--- config.mk ---
export PLATFORM = sky130hd
export DESIGN_NAME = stop_and_wait_link_framer
export DESIGN_NICKNAME = d
export VERILOG_FILES = /design/src/hw/rtl/sawlf_pkg.sv /design/src/hw/rtl/sawlf_cfg.sv /design/src/hw/rtl/sawlf_proto.sv /design/src/hw/rtl/sawlf_run.sv /design/src/hw/rtl/stop_and_wait_link_framer.sv
export SDC_FILE = /design/constraint.sdc
export NUM_CORES = 1
export LEC_CHECK = 0
export ABC_AREA = 0
export ABC_CLOCK_PERIOD_IN_PS = 7650
export BUFFER_PORTS_ARGS = -buffer_cell sky130_fd_sc_hd__buf_2
export CORE_ASPECT_RATIO = 0.5
export CORE_MARGIN = 3
export CORE_UTILIZATION = 46
export DETAILED_ROUTE_END_ITERATION = 8
export MAX_ROUTING_LAYER = met4
export PLACE_DENSITY = 0.72
export SLEW_MARGIN = 20
export SYNTH_ARGS = -nofsm -noshare
export SYNTH_HDL_FRONTEND = slang
export SYNTH_SLANG_ARGS = --single-unit
--- constraint.sdc ---
create_clock -name i_clk -period 7.65 [get_ports i_clk]
set_input_delay 1.1475 -clock i_clk [delete_from_list [all_inputs] [get_ports i_clk]]
set_output_delay 1.1475 -clock i_clk [all_outputs]
set_load 0.005 [all_outputs]
--- src/hw/rtl/sawlf_pkg.sv ---
// Shared types, codes and constants of the stop-and-wait link framer.
`default_nettype none
package sawlf_pkg;

    // framing bytes
    localparam logic [7:0] FLAG_BYTE = 8'h7E;
    localparam logic [7:0] ESC_BYTE  = 8'h7D;
    localparam logic [7:0] ESC_FLAG  = 8'h5E;
    localparam logic [7:0] ESC_ESC   = 8'h5D;

    // results one input item can cause, at most
    localparam int RUN_MAX   = 12;
    localparam int RUN_CNT_W = $clog2(RUN_MAX + 1);

    // configuration register indexes
    localparam int          CFG_IDX_W     = 3;
    localparam logic [2:0]  REG_ADDRESS   = 3'd0;
    localparam logic [2:0]  REG_INFO0     = 3'd1;
    localparam logic [2:0]  REG_INFO1     = 3'd2;
    localparam logic [2:0]  REG_RR0       = 3'd3;
    localparam logic [2:0]  REG_RR1       = 3'd4;
    localparam logic [2:0]  REG_REJ0      = 3'd5;
    localparam logic [2:0]  REG_REJ1      = 3'd6;

    // configuration reset values
    localparam logic [7:0] RST_ADDRESS = 8'd3;
    localparam logic [7:0] RST_INFO0   = 8'd0;
    localparam logic [7:0] RST_INFO1   = 8'd64;
    localparam logic [7:0] RST_RR0     = 8'd5;
    localparam logic [7:0] RST_RR1     = 8'd133;
    localparam logic [7:0] RST_REJ0    = 8'd1;
    localparam logic [7:0] RST_REJ1    = 8'd129;

    // input selector and result kind
    localparam logic FUNC_SEND   = 1'b0;
    localparam logic FUNC_RECV   = 1'b1;
    localparam logic KIND_LINE   = 1'b0;
    localparam logic KIND_STATUS = 1'b1;

    // answer status codes
    localparam logic [1:0] ST_ACCEPTED  = 2'd0;
    localparam logic [1:0] ST_DUPLICATE = 2'd1;
    localparam logic [1:0] ST_REJECTED  = 2'd2;

    typedef enum logic [4:0] {
        P_WAIT  = 5'b00001,
        P_ADDR  = 5'b00010,
        P_CTRL  = 5'b00100,
        P_BCC   = 5'b01000,
        P_CLOSE = 5'b10000
    } t_pstate;

    typedef struct packed {
        logic [7:0] address;
        logic [7:0] info0;
        logic [7:0] info1;
        logic [7:0] rr0;
        logic [7:0] rr1;
        logic [7:0] rej0;
        logic [7:0] rej1;
    } t_cfg;

    // all results of one input item
    typedef struct packed {
        logic [RUN_CNT_W-1:0]       cnt;
        logic                       kind;
        logic [1:0]                 status;
        logic                       seq;
        logic [RUN_MAX-1:0][7:0]    bytes;
    } t_run;

endpackage
`default_nettype wire

--- src/hw/rtl/sawlf_cfg.sv ---
// Configuration register file of the link framer.
`default_nettype none
module sawlf_cfg (
    input  wire logic                               i_clk,
    input  wire logic                               i_rst_n,
    input  wire logic                               i_cfg_we,
    input  wire logic [sawlf_pkg::CFG_IDX_W-1:0]    i_cfg_index,
    input  wire logic [7:0]                         i_cfg_data,
    output sawlf_pkg::t_cfg                         o_cfg
);
    import sawlf_pkg::*;

    t_cfg r_cfg;

    always_ff @(posedge i_clk) begin
        if (!i_rst_n) begin
            r_cfg.address <= RST_ADDRESS;
            r_cfg.info0   <= RST_INFO0;
            r_cfg.info1   <= RST_INFO1;
            r_cfg.rr0     <= RST_RR0;
            r_cfg.rr1     <= RST_RR1;
            r_cfg.rej0    <= RST_REJ0;
            r_cfg.rej1    <= RST_REJ1;
        end else if (i_cfg_we) begin
            case (i_cfg_index)
                REG_ADDRESS: r_cfg.address <= i_cfg_data;
                REG_INFO0:   r_cfg.info0   <= i_cfg_data;
                REG_INFO1:   r_cfg.info1   <= i_cfg_data;
                REG_RR0:     r_cfg.rr0     <= i_cfg_data;
                REG_RR1:     r_cfg.rr1     <= i_cfg_data;
                REG_REJ0:    r_cfg.rej0    <= i_cfg_data;
                REG_REJ1:    r_cfg.rej1    <= i_cfg_data;
                default: ;
            endcase
        end
    end

    assign o_cfg = r_cfg;

endmodule
`default_nettype wire

--- src/hw/rtl/sawlf_proto.sv ---
// Link protocol state: frame builder with stuffing, answer parser, sequence bit.
`default_nettype none
module sawlf_proto (
    input  wire logic           i_clk,
    input  wire logic           i_rst_n,
    input  wire sawlf_pkg::t_cfg i_cfg,
    input  wire logic           i_load,
    input  wire logic           i_func,
    input  wire logic [7:0]     i_byte,
    input  wire logic           i_last,
    output sawlf_pkg::t_run     o_run
);
    import sawlf_pkg::*;

    localparam int NSEG = 7;

    logic       r_seq;
    logic       r_open;
    logic [7:0] r_parity;
    t_pstate    r_pstate;
    logic [7:0] r_ans_addr;
    logic [7:0] r_ans_ctrl;

    t_pstate    n_pstate;
    logic [7:0] n_ans_addr;
    logic [7:0] n_ans_ctrl;
    logic       n_seq;

    logic [7:0]                 ctrl;
    logic [7:0]                 parity_new;
    logic [NSEG-1:0]            seg_en;
    logic [NSEG-1:0]            seg_stuff;
    logic [NSEG-1:0][7:0]       seg_val;
    logic [RUN_MAX-1:0][7:0]    tx_bytes;
    logic [RUN_CNT_W-1:0]       tx_cnt;
    logic                       ans_done;
    logic                       ans_valid;
    logic [1:0]                 ans_status;

    // transmit: header, payload, trailer laid out as segments, stuffed in order
    always_comb begin
        ctrl       = r_seq ? i_cfg.info1 : i_cfg.info0;
        parity_new = (r_open ? r_parity : 8'h00) ^ i_byte;

        seg_val[0] = FLAG_BYTE;
        seg_val[1] = i_cfg.address;
        seg_val[2] = ctrl;
        seg_val[3] = i_cfg.address ^ ctrl;
        seg_val[4] = i_byte;
        seg_val[5] = parity_new;
        seg_val[6] = FLAG_BYTE;
        seg_en     = {i_last, i_last, 1'b1, !r_open, !r_open, !r_open, !r_open};
        seg_stuff  = 7'b0111110;

        tx_bytes = '0;
        tx_cnt   = '0;
        for (int k = 0; k < NSEG; k++) begin
            if (seg_en[k]) begin
                if (seg_stuff[k] && (seg_val[k] == FLAG_BYTE || seg_val[k] == ESC_BYTE)) begin
                    tx_bytes[tx_cnt]         = ESC_BYTE;
                    tx_bytes[tx_cnt + 4'd1]  = (seg_val[k] == FLAG_BYTE) ? ESC_FLAG : ESC_ESC;
                    tx_cnt                   = tx_cnt + 4'd2;
                end else begin
                    tx_bytes[tx_cnt] = seg_val[k];
                    tx_cnt           = tx_cnt + 4'd1;
                end
            end
        end
    end

    // receive: supervisory answer parser
    always_comb begin
        n_pstate   = P_WAIT;
        n_ans_addr = r_ans_addr;
        n_ans_ctrl = r_ans_ctrl;
        ans_done   = 1'b0;
        case (r_pstate)
            P_ADDR: begin
                if (i_byte == i_cfg.address) begin
                    n_pstate   = P_CTRL;
                    n_ans_addr = i_byte;
                end else if (i_byte == FLAG_BYTE) begin
                    n_pstate = P_ADDR;
                end
            end
            P_CTRL: begin
                if (i_byte == i_cfg.rr1 || i_byte == i_cfg.rr0 ||
                    i_byte == i_cfg.rej1 || i_byte == i_cfg.rej0) begin
                    n_pstate   = P_BCC;
                    n_ans_ctrl = i_byte;
                end else if (i_byte == FLAG_BYTE) begin
                    n_pstate = P_ADDR;
                end
            end
            P_BCC: begin
                if (i_byte == (r_ans_addr ^ r_ans_ctrl)) begin
                    n_pstate = P_CLOSE;
                end
            end
            P_CLOSE: begin
                ans_done = (i_byte == FLAG_BYTE);
            end
            default: begin
                if (i_byte == FLAG_BYTE) begin
                    n_pstate = P_ADDR;
                end
            end
        endcase

        // control byte is checked against the registers as they are now
        n_seq      = r_seq;
        ans_valid  = 1'b0;
        ans_status = ST_ACCEPTED;
        if (ans_done) begin
            ans_valid = 1'b1;
            if (r_ans_ctrl == i_cfg.rr0) begin
                ans_status = r_seq ? ST_ACCEPTED : ST_DUPLICATE;
                n_seq      = 1'b0;
            end else if (r_ans_ctrl == i_cfg.rr1) begin
                ans_status = r_seq ? ST_DUPLICATE : ST_ACCEPTED;
                n_seq      = 1'b1;
            end else if (r_ans_ctrl == i_cfg.rej0) begin
                ans_status = ST_REJECTED;
                n_seq      = 1'b0;
            end else if (r_ans_ctrl == i_cfg.rej1) begin
                ans_status = ST_REJECTED;
                n_seq      = 1'b1;
            end else begin
                ans_valid = 1'b0;
            end
        end
    end

    always_comb begin
        if (i_func == FUNC_SEND) begin
            o_run.cnt    = tx_cnt;
            o_run.kind   = KIND_LINE;
            o_run.status = ST_ACCEPTED;
            o_run.seq    = r_seq;
            o_run.bytes  = tx_bytes;
        end else begin
            o_run.cnt    = ans_valid ? RUN_CNT_W'(1) : RUN_CNT_W'(0);
            o_run.kind   = KIND_STATUS;
            o_run.status = ans_status;
            o_run.seq    = n_seq;
            o_run.bytes  = '0;
        end
    end

    always_ff @(posedge i_clk) begin
        if (!i_rst_n) begin
            r_seq      <= 1'b0;
            r_open     <= 1'b0;
            r_parity   <= 8'h00;
            r_pstate   <= P_WAIT;
            r_ans_addr <= 8'h00;
            r_ans_ctrl <= 8'h00;
        end else if (i_load) begin
            if (i_func == FUNC_SEND) begin
                r_open   <= !i_last;
                r_parity <= i_last ? 8'h00 : parity_new;
            end else begin
                r_pstate   <= n_pstate;
                r_ans_addr <= n_ans_addr;
                r_ans_ctrl <= n_ans_ctrl;
                r_seq      <= n_seq;
            end
        end
    end

endmodule
`default_nettype wire

--- src/hw/rtl/sawlf_run.sv ---
// Result run buffer and output register: drains one result per cycle while the output is not stalled.
`default_nettype none
module sawlf_run (
    input  wire logic           i_clk,
    input  wire logic           i_rst_n,
    input  wire logic           i_load,
    input  wire sawlf_pkg::t_run i_run,
    output logic                o_free,
    output logic                o_tvalid,
    input  wire logic           i_tready,
    output logic [15:0]         o_tdata,   // [7:0] line_byte, [9:8] answer_status,
                                           // [10] sequence_now, [15:11] zero
    output logic                o_tlast,   // last_of_run
    output logic                o_tuser    // result_kind
);
    import sawlf_pkg::*;

    t_run                   r_run;
    logic                   r_run_valid;
    logic [RUN_CNT_W-1:0]   r_idx;
    logic                   r_tvalid;
    logic [15:0]            r_tdata;
    logic                   r_tlast;
    logic                   r_tuser;

    logic out_free;
    logic emit;
    logic run_end;

    assign out_free = !r_tvalid || i_tready;
    assign emit     = r_run_valid && out_free;
    assign run_end  = (r_idx == r_run.cnt - RUN_CNT_W'(1));
    assign o_free   = !r_run_valid || (emit && run_end);

    always_ff @(posedge i_clk) begin
        if (!i_rst_n) begin
            r_run_valid <= 1'b0;
            r_idx       <= '0;
            r_tvalid    <= 1'b0;
        end else begin
            if (i_load && i_run.cnt != '0) begin
                r_run_valid <= 1'b1;
                r_idx       <= '0;
            end else if (emit) begin
                r_idx <= r_idx + RUN_CNT_W'(1);
                if (run_end) begin
                    r_run_valid <= 1'b0;
                end
            end
            if (emit) begin
                r_tvalid <= 1'b1;
            end else if (i_tready) begin
                r_tvalid <= 1'b0;
            end
        end
    end

    always_ff @(posedge i_clk) begin
        if (i_load) begin
            r_run <= i_run;
        end
        if (emit) begin
            r_tdata <= {5'd0, r_run.seq, r_run.status, r_run.bytes[r_idx]};
            r_tlast <= run_end;
            r_tuser <= r_run.kind;
        end
    end

    assign o_tvalid = r_tvalid;
    assign o_tdata  = r_tdata;
    assign o_tlast  = r_tlast;
    assign o_tuser  = r_tuser;

    a_idx_in_run: assert property (@(posedge i_clk) disable iff (!i_rst_n)
        r_run_valid |-> (r_run.cnt != '0 && r_idx < r_run.cnt))
        else $error("run index outside its run");

    a_status_single: assert property (@(posedge i_clk) disable iff (!i_rst_n)
        (emit && r_run.kind == KIND_STATUS) |-> run_end)
        else $error("status report not alone in its run");

    a_load_takes: assert property (@(posedge i_clk) disable iff (!i_rst_n)
        (i_load && i_run.cnt != '0) |=> (r_run_valid && r_idx == '0))
        else $error("loaded run not held");

    a_no_overwrite: assert property (@(posedge i_clk) disable iff (!i_rst_n)
        i_load |-> o_free)
        else $error("run loaded over a pending run");

endmodule
`default_nettype wire

--- src/hw/rtl/stop_and_wait_link_framer.sv ---
// A result reaches the master side through the input register, the run buffer and the output register.
// Throughput, while the master side does not stall: one input item per cycle while each
//   item causes at most one result; otherwise one result per cycle, an item causing up to
//   12 results, set by the single output register draining the run buffer.
// Reset: synchronous, active low; clears configuration to defaults, sequence bit,
//   frame and parser state, and all valid flags.
`default_nettype none
module stop_and_wait_link_framer (
    input  wire logic                               i_clk,
    input  wire logic                               i_rst_n,
    input  wire logic                               i_cfg_we,
    input  wire logic [sawlf_pkg::CFG_IDX_W-1:0]    i_cfg_index,
    input  wire logic [7:0]                         i_cfg_data,
    input  wire logic                               s_axis_tvalid,
    output logic                                    s_axis_tready,
    input  wire logic [7:0]                         s_axis_tdata,  // [7:0] data_byte
    input  wire logic                               s_axis_tlast,  // end_of_frame
    input  wire logic                               s_axis_tuser,  // func
    output logic                                    m_axis_tvalid,
    input  wire logic                               m_axis_tready,
    output logic [15:0]                             m_axis_tdata,  // [7:0] line_byte,
                                                    // [9:8] answer_status,
                                                    // [10] sequence_now, [15:11] zero
    output logic                                    m_axis_tlast,  // last_of_run
    output logic                                    m_axis_tuser   // result_kind
);
    import sawlf_pkg::*;

    t_cfg       cfg;
    t_run       run;
    logic       run_free;
    logic       load;

    logic       r_in_valid;
    logic       r_in_func;
    logic [7:0] r_in_byte;
    logic       r_in_last;

    assign load          = r_in_valid && run_free;
    assign s_axis_tready = !r_in_valid || load;

    always_ff @(posedge i_clk) begin
        if (!i_rst_n) begin
            r_in_valid <= 1'b0;
        end else if (s_axis_tready) begin
            r_in_valid <= s_axis_tvalid;
        end
    end

    always_ff @(posedge i_clk) begin
        if (s_axis_tvalid && s_axis_tready) begin
            r_in_func <= s_axis_tuser;
            r_in_byte <= s_axis_tdata;
            r_in_last <= s_axis_tlast;
        end
    end

    sawlf_cfg u_cfg (
        .i_clk       (i_clk),
        .i_rst_n     (i_rst_n),
        .i_cfg_we    (i_cfg_we),
        .i_cfg_index (i_cfg_index),
        .i_cfg_data  (i_cfg_data),
        .o_cfg       (cfg)
    );

    sawlf_proto u_proto (
        .i_clk   (i_clk),
        .i_rst_n (i_rst_n),
        .i_cfg   (cfg),
        .i_load  (load),
        .i_func  (r_in_func),
        .i_byte  (r_in_byte),
        .i_last  (r_in_last),
        .o_run   (run)
    );

    sawlf_run u_run (
        .i_clk    (i_clk),
        .i_rst_n  (i_rst_n),
        .i_load   (load),
        .i_run    (run),
        .o_free   (run_free),
        .o_tvalid (m_axis_tvalid),
        .i_tready (m_axis_tready),
        .o_tdata  (m_axis_tdata),
        .o_tlast  (m_axis_tlast),
        .o_tuser  (m_axis_tuser)
    );

endmodule
`default_nettype wire
==> out/results.ini <==
[run_status]
status=finished clean

[timing]
hold_viol_final=0
report.final.slew_viol_count=0
final.setup_skew_ns=0.0271
fin_hold_ws_ns=0.418
slew-limit-headroom=0.260
min_period_ns=6.83
fmax_mhz=146
rsz0062_at_grt=no
setup_viol=0
worst_slew_pin_slew_ns=1.11
fin_setup_tns_ns=0
period_share=0.893

[placed_design]
port-buffer-count=40
dpl_cell_area_mm2=0.0171
dp_hpwl_um=47300
gp_congestion=1.07

[route]
postRouteAntennaNets=0
vias=16200
drt-wirelength-per-cell_um=26.7
drt_wl_total_um=64400
drtIter0Drc=3055
via_per_inst=6.71
route.detailed.drc=0
dr.pass1.iters=6

[cts]
cts.clk_slew.worst_paths_ns=0.07
root_buffer=clkbuf_16
tritoncts=yes
clockBufferDepth=3
clock-sinks=221
htree_levels=1
clk_latency_ns=0.55
cts_resized=0
cts_hold_buffers=0
post-cts-setup-buffers=0
cts_inserted_buffers=22

[floorplan]
die_height_um=140
ios=46
die_width_um=275
row_count=48
core_mm2=0.0350
initial_core_util=0.474
dieArea_mm2=0.0386

[finish]
final_area_mm2=0.0178
final_nets=1972
drive_gt1_frac=0.112
area_growth_pct=7.12

[logic_synthesis]
synth_fa_ha_area_frac=0.0211
synthDistinctLibCells=110
synth_xor_area_frac=0.0875
synth.cell_area_mm2=0.0166
synth_cells=1960
synthMuxAreaShare=0.0651
synth-compound-area-share=0.218
yosys.area_share.simple=0.215
yosysTopAreaCellShare=0.230
yosysWarnings=0
synth_top_family_by_area=compound AO/OA/AOI/OAI gates
synth_seq_area_share=0.343
avgSynthCellArea_um2=8.47
synth.largest_area_cell=edfxtp_1
synth_area_leaders=edfxtp_1 23%, dfxtp_1 11%, nand2_1 6.4%
synthArstFlopShare=0
synth_edf_count=127
ys.flop_type=edfxtp_1
synth_seq_cells=221

[setup_path]
critPathKind=reg2reg
worst-endpoint-required_ns=7.99
critPathLaunchType=register
timing.rr.end=u_run.r_run[11]
endpoint_kind=register
r2r_slack_ns=0.82
crit_path_end=u_run.r_run[11]
reg2reg_from=u_proto.r_seq
crit_fanout=14
cp-startpoint=u_proto.r_seq
r2r_cells=18
arrival_ns=7.18

[run]
maxCapViolations=0

[global_route]
gr-total-overflow=0
antenna_found_initial=2
grt_pass1_wl_um=95100
grt_usage=0.336
grt_pass1_vias=14400
grt_max_degree=75

[min_path]
hold_path_class=reg2reg

[pwr]
power_density_mw_per_mm2=173
power.leakage_nw=6.16
vdd_drop_max_mv=0.123

[flip-flops by register name, indices dropped and copies added (netlist names), 4 cells and up]
name / cells
u_run.o_tdata: 11
u_cfg.o_cfg: 56
u_run.r_run: 104
u_proto.r_ans_ctrl: 8
u_proto.r_pstate: 5
u_proto.r_parity: 8
u_run.r_idx: 4
r_in_byte: 8
u_proto.r_ans_addr: 8
[logic make-up after synthesis]
kind of cell,count (synthesis)
AND/OR/NAND/NOR,747
adder cells (fa/ha/maj),28
XOR/XNOR,154
multiplexers,75
buffers and inverters,193
other,1
AO/OA/AOI/OAI,541
flip-flops,221
[cells in the final DEF (no fill, tap or decap), types with 45 or more instances in the layout]
master	Yosys	routed
nand3_1	65	65
a21oi_1	162	162
nand4_1	45	45
nor2_1	156	156
o21ai_0	69	69
nand2_1	283	283
xnor2_1	81	81
nor3_1	56	55
xor2_1	63	63
edfxtp_1	127	127
buf_4	7	48
dfxtp_1	94	92
[worst max-delay path: stages, from the launching register on]
cell and delay, ns:
dfxtp_1 0.75, mux2_2 0.47, xor2_1 0.47, and4_1 0.41, nand3_2 0.30, a211oi_1 0.81
ha_1 0.41, o211ai_1 0.13, o32a_1 0.35, o221ai_2 0.25, inv_2 0.14, ha_1 0.37
mux2i_1 0.19, nand2b_1 0.18, o221a_4 0.24, nand2_1 0.11, o2bb2ai_1 0.46, o21ai_1 0.25
a221oi_1 0.33
[cell type report]
cell class | count | area (um2)
multi-input combinational | 1550 | 10100
sequential | 221 | 5700
clock inverter | 12 | 98.8
fill | 3306 | 17200
inverter | 35 | 131
clock buffer | 28 | 594
antenna | 1 | 2.50
tap | 475 | 594
timing repair buffer | 88 | 561
[worst min-delay path by stage]
stage                         start                end  slack [ns]  depth (start not counted)
detailed placement  u_run.r_run[97]   u_run.o_tdata[8]        0.41                          0
floorplan           u_run.r_run[96]  u_run.o_tdata[10]        0.40                          0
global placement    u_run.r_run[96]  u_run.o_tdata[10]        0.40                          0
finish              u_run.r_run[97]   u_run.o_tdata[8]        0.42                          0
CTS                 u_run.r_run[97]   u_run.o_tdata[8]        0.43                          0
global route        u_run.r_run[97]   u_run.o_tdata[8]        0.44                          0
[Yosys cell counts, drive strengths merged, types with 9 or more instances]
cell / instances
and2: 18
a21oi: 163
o21ai: 83
a21o: 9
edfxtp: 127
nor3: 60
o211ai: 24
and3: 21
nand2: 283
buf: 47
clkbuf: 111
xor2: 65
nand3: 67
dfxtp: 94
nand2b: 17
a22oi: 15
xnor2: 88
or3: 16
o21a: 9
nor2: 159
nand4: 45
nor4: 22
a211oi: 33
ha: 28
mux4: 24
mux2i: 46
a31oi: 41
o22ai: 24
a221oi: 17
o31ai: 17
inv: 34
[per-stage QoR]
step           total power [mW]  setup slack [ns]   util  std cells
6_report                   3.08             0.817  0.508       2410
5_1_grt                    3.19             0.286  0.508       2410
4_1_cts                    3.08              1.00  0.508       2409
3_5_place_dp               2.00              1.04  0.488       2369
3_3_place_gp               1.99              1.14  0.488       2369
2_1_floorplan              1.80              1.23      -       1964
[metal layers]
metal,vias to the layer above,share of wire,GRT usage
met5,-,0,-
met2,1149,0.41,0.471
met3,172,0.14,0.0948
li1,7184,-,-
met1,7668,0.41,0.475
met4,0,0.035,0.0862
[power breakdown]
| part | switching, mW | internal [mW] |
|---|---|---|
| combinational | 0.454 | 0.198 |
| clock | 0.497 | 0.589 |
| sequential | 0.0278 | 1.32 |
| total | 0.979 | 2.11 |
No activity file was read; power rests on OpenSTA's default activity.
